File: config.mk
export PLATFORM = sky130hd
export DESIGN_NAME = rgbconv_win
export DESIGN_NICKNAME = d
export VERILOG_FILES = /design/src/rgbconv_pkg.sv /design/src/rgbconv_win.sv
export SDC_FILE = /design/constraint.sdc
export NUM_CORES = 1
export LEC_CHECK = 0
export ABC_CLOCK_PERIOD_IN_PS = 4130
export BUFFER_PORTS_ARGS = -buffer_cell sky130_fd_sc_hd__buf_2
export CORE_ASPECT_RATIO = 1.25
export CORE_MARGIN = 2
export CORE_UTILIZATION = 57
export CTS_CLUSTER_SIZE = 20
export DETAILED_ROUTE_END_ITERATION = 7
export PLACE_DENSITY = 0.83
export SLEW_MARGIN = 20
export SYNTH_ARGS = -nofsm -noshare
export SYNTH_HDL_FRONTEND = slang
export SYNTH_SLANG_ARGS = --single-unit
File: constraint.sdc
create_clock -name clk -period 4.13 [get_ports clk]
set_input_delay 0.826 -clock clk [delete_from_list [all_inputs] [get_ports clk]]
set_output_delay 0.826 -clock clk [all_outputs]
set_load 0.005 [all_outputs]
File: src/rgbconv_pkg.sv
// ----------------------------------------------------------------------------
// rgbconv_pkg: shared types and constants
// Widths, register map, reset values and pipeline payload types of the
// streaming 3x3 RGB convolution.
// ----------------------------------------------------------------------------
package rgbconv_pkg;

	localparam int MAX_WIDTH_DEF = 1024;
	localparam int FRAC_BITS_DEF = 8;

	localparam int CH_W    = 8;
	localparam int PIX_W   = 3 * CH_W;
	localparam int TAP_W   = 16;
	localparam int KROW_W  = 3 * TAP_W;
	localparam int IMG_W_W = 11;
	localparam int IMG_H_W = 13;
	localparam int ROW_W   = 13;
	localparam int PROD_W  = 24;
	localparam int SUM_W   = 28;
	localparam int ADDR_W  = 6;
	localparam int DATA_W  = 64;

	localparam logic [ROW_W-1:0]   HEIGHT_LIMIT = ROW_W'(4096);
	localparam logic [CH_W-1:0]    PIX_MAX      = CH_W'(255);
	localparam logic [IMG_W_W-1:0] DEF_WIDTH    = IMG_W_W'(640);
	localparam logic [IMG_H_W-1:0] DEF_HEIGHT   = IMG_H_W'(480);
	localparam logic [KROW_W-1:0]  DEF_KMID     = KROW_W'(48'h0000_0100_0000);

	typedef enum logic [2:0] {
		REG_WIDTH  = 3'd0,
		REG_HEIGHT = 3'd1,
		REG_KTOP   = 3'd2,
		REG_KMID   = 3'd3,
		REG_KBOT   = 3'd4
	} reg_idx_t;

	typedef logic [PIX_W-1:0] pix_t;
	typedef pix_t [8:0] win_t;
	typedef logic [2:0][KROW_W-1:0] kernel_t;

	typedef struct packed {
		pix_t pixel;
		pix_t top;
		pix_t mid;
		logic at_left;
		logic produce;
		logic top_ok;
		logic bot_ok;
		logic frame_end;
	} col_req_t;

	typedef struct packed {
		win_t pix;
		logic frame_end;
	} mac_req_t;

endpackage

File: src/rgbconv_win.sv
// ----------------------------------------------------------------------------
// rgbconv_win: 3x3 neighbor window
// Shifts the new column into the window, zeroes rows outside the image and
// registers the window of each pixel that is due.
// ----------------------------------------------------------------------------
module rgbconv_win (
	input  logic clk,
	input  logic arst_n,
	input  rgbconv_pkg::col_req_t s1_req,
	input  logic s1_valid,
	output logic s1_ready,
	output rgbconv_pkg::mac_req_t s2_req,
	output logic s2_valid,
	input  logic s2_ready
);
	import rgbconv_pkg::*;

	win_t win_q;
	win_t shifted;
	win_t next_win;
	win_t emit_win;
	win_t pix_s2;
	logic frame_end_s2;
	logic valid_s2;
	logic adv;

	always_comb begin
		pix_t col [3];
		col[0] = s1_req.top;
		col[1] = s1_req.mid;
		col[2] = s1_req.pixel;
		for (int r = 0; r < 3; r++) begin
			shifted[r*3]     = win_q[r*3+1];
			shifted[r*3+1]   = win_q[r*3+2];
			shifted[r*3+2]   = s1_req.at_left ? '0 : col[r];
		end
		emit_win = shifted;
		if (!s1_req.top_ok) begin
			emit_win[0] = '0;
			emit_win[1] = '0;
			emit_win[2] = '0;
		end
		if (!s1_req.bot_ok) begin
			emit_win[6] = '0;
			emit_win[7] = '0;
			emit_win[8] = '0;
		end
		if (s1_req.produce && s1_req.frame_end) begin
			next_win = '0;
		end else if (s1_req.at_left) begin
			next_win = '0;
			next_win[2] = col[0];
			next_win[5] = col[1];
			next_win[8] = col[2];
		end else begin
			next_win = shifted;
		end
	end

	assign s1_ready = !valid_s2 || s2_ready;
	assign adv = s1_valid && s1_ready;

	always_ff @(posedge clk or negedge arst_n) begin
		if (!arst_n) begin
			win_q <= '0;
			valid_s2 <= 1'b0;
		end else begin
			if (adv) begin
				win_q <= next_win;
			end
			if (s1_ready) begin
				valid_s2 <= s1_valid && s1_req.produce;
			end
		end
	end

	always_ff @(posedge clk) begin
		if (adv) begin
			pix_s2 <= emit_win;
			frame_end_s2 <= s1_req.frame_end;
		end
	end

	assign s2_valid = valid_s2;
	assign s2_req = '{pix: pix_s2, frame_end: frame_end_s2};

	assert property (@(posedge clk) disable iff (!arst_n)
		adv && s1_req.produce && s1_req.frame_end |=> win_q == '0)
		else $error("window not cleared after frame end");

endmodule

==> results.yml <==
floorplan:
  die_w_um: 144
  coreArea_sq_um: 24300
  die_h_um: 180
  initial_core_util: 0.577
  rows: 64
  io_pins: 300
  dieArea_sq_um: 25900
timing:
  max_freq_ghz: 0.385
  setup_viol_count_final: 0
  period_share: 0.628
  maxSlewHeadroom: 0.393
  setup-tns-final_ns: 0
  holdWs_ns: 0.392
  skew_ns: 0.0292
  fin_crit_ns: 2.60
  hold_viol: 0
  worst_pin_slew_ns: 0.907
  rsz0062_at_grt: "no"
  slew_violations: 0
cts:
  clockBufferDepth: 3
  cts_sinks: 362
  clock_latency_ns: 0.51
  cts-resized-gates: 0
  clkTransAtPathRegs_ns: 0.06
  cts_setup_buffers: 0
  cts-root-buf: "clkbuf_16"
  h-tree-depth: 2
  cts_made_buffers: 34
  cts_tree: "done"
  holdBufCountCts: 0
global_route:
  grt_overflow: 0
  antenna_found_initial: 3
  grt_pass1_wl_um: 47700
  grt_usage: 0.234
  grt_pass1_vias: 9176
  grt_max_degree: 147
placement:
  hpwlAfterDp_um: 19000
  dp_cells: 1617
  port_buffers: 299
  globalplace.congestion: 0.849
  place_area_sq_um: 15700
routing:
  first_pass_iters: 5
  num_vias: 9112
  drc_errors: 0
  drt_iter0_markers: 605
  postRouteAntennaNets: 0
  wirelength_um: 30200
  vias_per_cell: 5.42
  wire_per_inst_um: 17.9
power:
  ir_worst_vdd_uv: 414
  total_power_mw: 8.13
  power-per-cell-area_nw_per_um2: 483
  power_leakage_nw: 7.26
cells_and_area:
  fin_nets: 1404
  final_area_sq_um: 16800
  drive_above_1_share: 0.311
  fin_cells: 1680
  syn_to_final_growth_pct: 19.8
  nFillCells: 1697
synth:
  synth_nets: 1131
  avgSynthCellArea_sq_um: 13.4
  netlist_area_sq_um: 14000
  ys_seq_elements: 362
  ys_types: 19
  ys_seq_area_frac: 0.722
  synth_top_area_cell: "edfxtp_1"
  synthTopCellsByArea: "edfxtp_1, dfrtp_1, and2_1"
  yosys_warnings: 0
  syn_inst: 1050
  yosys.area.top_type_share: 0.464
worst_setup_path:
  r2r-start: "s2_valid"
  crit_path_end_kind: "output port"
  crit_fanout: 146
  reg2reg_to: "emit_win[90]"
  rrSetupSlack_ns: 2.14
  setup.worst_path.end: "s1_ready"
  startpoint: "s2_ready"
  r2r_cells: 5
  critPathKind: "input port to output port"
  crit_arrival_ns: 1.77
  critical_path_required_ns: 3.30
  startpoint_type: "input port"
flow_run:
  maxCapViolCount: 0
hold_path:
  hold_class: "input port to asynchronous set/reset pin"
outcome:
  outcome: "complete, no violations"
==> cell usage after synthesis <==
cell,instances
clkbuf_1,38
o21ai_2,49
buf_2,26
nand4_1,144
a21oi_4,1
nor2b_1,25
buf_4,1
dfrtp_1,145
inv_1,144
and2_4,1
and2_1,144
buf_6,14
edfxtp_1,217
clkbuf_2,1
nand2_1,3
nand2b_4,1
o21ai_1,2
and2b_1,1
o21ai_0,93
==> worst max-delay path, stage by stage <==
cell      delay [ns]
buf_2           0.08
nand2b_4        0.13
buf_12          0.49
buf_2           0.23
==> how the worst min path moves through the flow <==
stage,from,end,slack [ns],cells after the start
after floorplan,emit_win[72],s2_req[73],0.42,0
after global placement,emit_win[92],s2_req[93],0.43,0
after detailed placement,emit_win[91],s2_req[92],0.43,0
after CTS,arst_n,emit_win[86],0.45,1
after global routing,emit_win[80],s2_req[81],0.46,0
final,arst_n,emit_win[104],0.39,1
==> flip-flops by register name, indices dropped and copies added (netlist names) <==
register	flops
shifted	96
emit_win	48
s2_req	216
s2_valid	1
frame_end_s2	1
==> cell families after synthesis <==
logic type,after synthesis,synth area share
AO/OA/AOI/OAI,145,0.0656
flip-flops,362,0.722
buffers and inverters,224,0.0700
AND/OR/NAND/NOR,319,0.142
==> stage by stage <==
step / utilization / worst slack [ns]
floorplan: - / 1.30
global placement: 0.647 / 1.52
detailed placement: 0.647 / 1.51
CTS: 0.691 / 1.52
global route: 0.691 / 1.48
finish: 0.691 / 1.53
==> layout make-up <==
| type | count | area (sq um) | area share |
|---|---|---|---|
| Antenna cell | 2 | 5.00 | 0.000297 |
| Clock inverter | 14 | 120 | 0.00714 |
| Timing Repair Buffer | 317 | 1730 | 0.103 |
| Sequential cell | 362 | 10100 | 0.603 |
| Inverter | 144 | 541 | 0.0321 |
| Multi-Input combinational cell | 464 | 2920 | 0.174 |
| Tap cell | 330 | 413 | 0.0245 |
| Clock buffer | 47 | 951 | 0.0565 |
==> per-layer routing <==
| layer | global-route usage | routed length (um) |
|---|---|---|
| met3 | 0.0607 | 2310 |
| met5 | 0 | 23 |
| met1 | 0.290 | 11200 |
| met2 | 0.395 | 15500 |
| met4 | 0.0909 | 1190 |
==> layout by cell type, fill, tap and decap left out <==
master,Yosys,final
inv_1,144,144
diode_2,0,2
clkbuf_16,0,35
nand2_1,3,2
clkinv_2,0,8
o21ai_0,93,93
o21ai_2,49,49
inv_6,0,1
edfxtp_1,217,217
nand4_1,144,144
nor2b_1,25,25
dfrtp_1,145,145
a21oi_4,1,1
and2_4,1,1
bufinv_16,0,2
and2_1,144,144
buf_4,1,11
nand2b_4,1,1
clkinv_1,0,3
buf_12,0,7
buf_6,14,2
clkbuf_8,0,3
clkbuf_1,38,9
buf_2,26,297
and2b_1,1,1
o21ai_1,2,2
nand2_2,0,1
==> power by group <==
group          internal [mW]  total, mW  switching (mW)
combinational          0.299      0.767           0.468
sequential              4.21       4.37           0.155
clock                   1.74       3.00            1.26
total                   6.25       8.13            1.88
No activity file was read; power rests on OpenSTA's default activity.
