[src/rgbconv_pkg.sv]
// ----------------------------------------------------------------------------
// rgbconv_pkg: shared types and constants
// Widths, register map, reset values and pipeline payload types of the
// streaming 3x3 RGB convolution.
// ----------------------------------------------------------------------------
package rgbconv_pkg;

	localparam int MAX_WIDTH_DEF = 1024;
	localparam int FRAC_BITS_DEF = 8;

	localparam int CH_W    = 8;
	localparam int PIX_W   = 3 * CH_W;
	localparam int TAP_W   = 16;
	localparam int KROW_W  = 3 * TAP_W;
	localparam int IMG_W_W = 11;
	localparam int IMG_H_W = 13;
	localparam int ROW_W   = 13;
	localparam int PROD_W  = 24;
	localparam int SUM_W   = 28;
	localparam int ADDR_W  = 6;
	localparam int DATA_W  = 64;

	localparam logic [ROW_W-1:0]   HEIGHT_LIMIT = ROW_W'(4096);
	localparam logic [CH_W-1:0]    PIX_MAX      = CH_W'(255);
	localparam logic [IMG_W_W-1:0] DEF_WIDTH    = IMG_W_W'(640);
	localparam logic [IMG_H_W-1:0] DEF_HEIGHT   = IMG_H_W'(480);
	localparam logic [KROW_W-1:0]  DEF_KMID     = KROW_W'(48'h0000_0100_0000);

	typedef enum logic [2:0] {
		REG_WIDTH  = 3'd0,
		REG_HEIGHT = 3'd1,
		REG_KTOP   = 3'd2,
		REG_KMID   = 3'd3,
		REG_KBOT   = 3'd4
	} reg_idx_t;

	typedef logic [PIX_W-1:0] pix_t;
	typedef pix_t [8:0] win_t;
	typedef logic [2:0][KROW_W-1:0] kernel_t;

	typedef struct packed {
		pix_t pixel;
		pix_t top;
		pix_t mid;
		logic at_left;
		logic produce;
		logic top_ok;
		logic bot_ok;
		logic frame_end;
	} col_req_t;

	typedef struct packed {
		win_t pix;
		logic frame_end;
	} mac_req_t;

endpackage

[src/rgbconv_cfg.sv]
// ----------------------------------------------------------------------------
// rgbconv_cfg: configuration registers
// APB-style register bank for frame geometry and the three kernel rows.
// ----------------------------------------------------------------------------
module rgbconv_cfg (
	input  logic clk,
	input  logic arst_n,
	input  logic psel,
	input  logic penable,
	input  logic pwrite,
	input  logic [rgbconv_pkg::ADDR_W-1:0] paddr,
	input  logic [rgbconv_pkg::DATA_W-1:0] pwdata,
	output logic [rgbconv_pkg::DATA_W-1:0] prdata,
	output logic pready,
	output logic [rgbconv_pkg::IMG_W_W-1:0] image_width,
	output logic [rgbconv_pkg::IMG_H_W-1:0] image_height,
	output rgbconv_pkg::kernel_t kernel
);
	import rgbconv_pkg::*;

	logic [IMG_W_W-1:0] width_q;
	logic [IMG_H_W-1:0] height_q;
	kernel_t kernel_q;
	reg_idx_t reg_idx;
	logic wr;

	assign reg_idx = reg_idx_t'(paddr[ADDR_W-1:3]);
	assign wr = psel && penable && pwrite;
	assign pready = 1'b1;

	always_ff @(posedge clk or negedge arst_n) begin
		if (!arst_n) begin
			width_q <= DEF_WIDTH;
			height_q <= DEF_HEIGHT;
			kernel_q[0] <= '0;
			kernel_q[1] <= DEF_KMID;
			kernel_q[2] <= '0;
		end else if (wr) begin
			unique case (reg_idx)
				REG_WIDTH: begin
					width_q <= pwdata[IMG_W_W-1:0];
				end
				REG_HEIGHT: begin
					height_q <= pwdata[IMG_H_W-1:0];
				end
				REG_KTOP: begin
					kernel_q[0] <= pwdata[KROW_W-1:0];
				end
				REG_KMID: begin
					kernel_q[1] <= pwdata[KROW_W-1:0];
				end
				REG_KBOT: begin
					kernel_q[2] <= pwdata[KROW_W-1:0];
				end
				default: begin
				end
			endcase
		end
	end

	always_comb begin
		unique case (reg_idx)
			REG_WIDTH:  prdata = DATA_W'(width_q);
			REG_HEIGHT: prdata = DATA_W'(height_q);
			REG_KTOP:   prdata = DATA_W'(kernel_q[0]);
			REG_KMID:   prdata = DATA_W'(kernel_q[1]);
			REG_KBOT:   prdata = DATA_W'(kernel_q[2]);
			default:    prdata = '0;
		endcase
	end

	assign image_width = width_q;
	assign image_height = height_q;
	assign kernel = kernel_q;

endmodule

[config.mk]
export PLATFORM = sky130hd
export DESIGN_NAME = rgbconv_cfg
export DESIGN_NICKNAME = d
export VERILOG_FILES = /design/src/rgbconv_pkg.sv /design/src/rgbconv_cfg.sv
export SDC_FILE = /design/constraint.sdc
export NUM_CORES = 1
export LEC_CHECK = 0
export BUFFER_PORTS_ARGS = -buffer_cell sky130_fd_sc_hd__buf_2
export CAP_MARGIN = 20
export CORE_MARGIN = 1.5
export CORE_UTILIZATION = 54
export CTS_BUF_LIST = sky130_fd_sc_hd__clkbuf_8
export DETAILED_ROUTE_END_ITERATION = 10
export PLACE_DENSITY = 0.89
export SKIP_CTS_REPAIR_TIMING = 1
export SLEW_MARGIN = 20
export SYNTH_ARGS = -nofsm -noshare
export SYNTH_HDL_FRONTEND = slang
export SYNTH_SLANG_ARGS = --single-unit
[constraint.sdc]
create_clock -name clk -period 2.3 [get_ports clk]
set_input_delay 0.23 -clock clk [delete_from_list [all_inputs] [get_ports clk]]
set_output_delay 0.23 -clock clk [all_outputs]
set_load 0.02 [all_outputs]
==> flow_metrics.env <==
export IMPL_die_height_um=122
export IMPL_avgViaCountPerCell=5.63
export IMPL_ant_nets=0
export IMPL_placed_area_um2=9130
export IMPL_synth_area_leaders="dfrtp_1 (53%), mux2_2 (24%), mux2i_1 (4.9%)"
export IMPL_routed_wirelength_um=19400
export IMPL_design_area_um2=9540
export IMPL_netlist_instances=561
export IMPL_initial_core_util_pct=55.0
export IMPL_finalPower_uw=8760
export IMPL_skew_ps=0
export IMPL_grt_pass1_wl_um=30000
export IMPL_antenna_found_initial=0
export IMPL_die_area_um2=14800
export IMPL_cts_path_max_buffers=2
export IMPL_drc_errors=0
export IMPL_drive_gt1_share_pct=57.8
export IMPL_dr_pass1_iters=4
export IMPL_ys_seq_area_share_pct=55.4
export IMPL_cts_root_buf="clkbuf_8"
export IMPL_grt_max_degree=66
export IMPL_finalNetCount=907
export IMPL_crit_fanout=21
export IMPL_timing_fmax_mhz=492
export IMPL_synth_seq_cells=168
export IMPL_first_global_vias=5644
export IMPL_numCtsBuffers=17
export IMPL_fin_crit_sh_pct=88.4
export IMPL_core_um2=13800
export IMPL_yosysTopAreaCellShare_pct=53.0
export IMPL_ys_warn_count=0
export IMPL_hold_viol=0
export IMPL_syn2layout_area_growth_pct=25.4
export IMPL_slew_viol_final=0
export IMPL_grt_use_total_pct=26.6
export IMPL_path_delay_family="simple AND/OR/NAND/NOR gates"
export IMPL_synth_distinct_cells=27
export IMPL_place_congestion=0.776
export IMPL_numClockSinks=168
export IMPL_antennaDiodeCount=0
export IMPL_peakVddDrop_mv=0.625
export IMPL_hold_class="in -> reg"
export IMPL_relSlewSlack_pct=41.6
export IMPL_crit_path_start_kind="primary input"
export IMPL_tns_ps=0
export IMPL_die_w_um=122
export IMPL_ys_flop_type="dfrtp_1"
export IMPL_min_period_ps=2030
export IMPL_synth_most_common_cell="dfrtp_1"
export IMPL_syn_cell_area_um2=7610
export IMPL_crit_required_ps=2070
export IMPL_outcome="finished, final reports clean"
export IMPL_arrival_ps=1800
export IMPL_cap_violations=0
export IMPL_rsz0062_at_grt="no"
export IMPL_synth_edf_count=0
export IMPL_worstSetupPathType="in -> out"
export IMPL_syn_area_per_cell_um2=13.6
export IMPL_p_leak_uw=0.00494
export IMPL_ys_async_sr_fraction_pct=100
export IMPL_pwr_density_cell_nw_per_um2=918
export IMPL_dpl_hpwl_um=13200
export IMPL_fillCellCount=994
export IMPL_path_clk_slew_ps=80
export IMPL_tightest_slew_ps=873
export IMPL_initialDrtViolationCount=241
export IMPL_worst_path_buf_inv=2
export IMPL_wl_per_cell_um=19.0
export IMPL_cpPeakStageDelay_ps=730
export IMPL_num_vias=5758
export IMPL_crit_slowest_cell="nor2_1"
export IMPL_end_kind="output pin"
export IMPL_path_common_cell="buf_2"
export IMPL_yosysTopAreaCell="dfrtp_1"
export IMPL_clkLatencyLatePin_ps=450
export IMPL_io_pins=308
export IMPL_io_buffers=271
export IMPL_yosys_top_cells_count="dfrtp_1 (161), mux2_2 (159), o21ai_0 (46)"
export IMPL_row_count=43
export IMPL_cts_tree="done"
export IMPL_ctsHtreeMaxLevel=4
export IMPL_overflow=0
export IMPL_setup_viol=0
export IMPL_path_cells="buf_2 -> nor2_1 -> a32oi_1 -> o21ai_0 -> buf_2"
[logic make-up (layout without fill, tap and decap cells)]
kind of cell,Yosys count,count (layout),synth area share (%)
compound gates,72,72,5.74
buf+inv,55,321,4.44
flops,168,168,55.4
mux,216,216,31.4
other cells,2,17,0.0987
simple gates,48,48,2.99
[power breakdown]
group          leakage (uW)  switching (uW)  internal (uW)
logic               0.00260            1580           1050
registers           0.00213             448           3550
clock network      0.000202            1020           1100
[per-stage QoR]
step	hold slack, ps	setup WS, ps	util, %	std cells
after floorplan	-65.6	499	-	576
after global placement	264	331	66.0	991
after detailed placement	267	310	66.0	991
after CTS	-237	307	68.8	1020
after global routing	10.5	231	69.0	1022
final	15.9	268	69.0	1022
[layer usage]
layer	GRT usage, %	vias to the layer above	routed length [um]	part of all wire [%]
met5	0	-	0	0
met4	10.4	0	298	1.5
met2	46.5	274	10100	52
met1	31.6	2924	7560	39
li1	-	2531	-	-
met3	6.60	29	1430	7.4
[cell usage in the layout (no fill, tap or decap), types with 2 or more instances in the layout]
master / Yosys / routed
o21ai_0: 46 / 46
buf_12: 0 / 4
clkbuf_8: 0 / 19
conb_1: 2 / 17
dfrtp_1: 161 / 161
a32oi_1: 11 / 11
inv_1: 1 / 3
mux2_1: 20 / 20
bufinv_16: 0 / 3
dlygate4sd3_1: 0 / 2
clkinv_2: 0 / 2
o22ai_1: 2 / 2
mux2i_1: 37 / 37
nand2_1: 36 / 36
dfstp_2: 7 / 7
buf_2: 15 / 269
a22oi_1: 13 / 13
clkinvlp_4: 0 / 2
mux2_2: 159 / 159
buf_4: 22 / 15
nor2b_1: 3 / 3
nor3b_4: 1 / 2
[layout make-up]
| class | instances | area [um^2] | share of cell area (%) |
|---|---|---|---|
| Clock buffer | 19 | 262 | 2.74 |
| Sequential cell | 168 | 4210 | 44.2 |
| Timing Repair Buffer | 291 | 1570 | 16.5 |
| Inverter | 1 | 3.75 | 0.0393 |
| Tap cell | 180 | 225 | 2.36 |
| Multi-Input combinational cell | 353 | 3130 | 32.9 |
| Clock inverter | 10 | 131 | 1.38 |
[state kept, by name, indices dropped and copies added (netlist names)]
name	cells
image_height	13
image_width	11
kernel	144
[path summary, 6_finish.rpt]
| check | slack, ps | startpoint | end | cells past startpoint |
|---|---|---|---|---|
| hold reg to reg | 510 | kernel[128] | kernel[128] | 1 |
| setup reg to reg | 1470 | kernel[96] | kernel[96] | 1 |
| hold / removal | 20 | pwdata[45] | kernel[141] | 2 |
| setup / recovery | 270 | paddr[4] | prdata[10] | 5 |
| max in group asynchronous | 1220 | arst_n | image_height[6] | 3 |
| min in group asynchronous | 350 | arst_n | kernel[12] | 2 |
No activity file was read; power rests on OpenSTA's default activity.
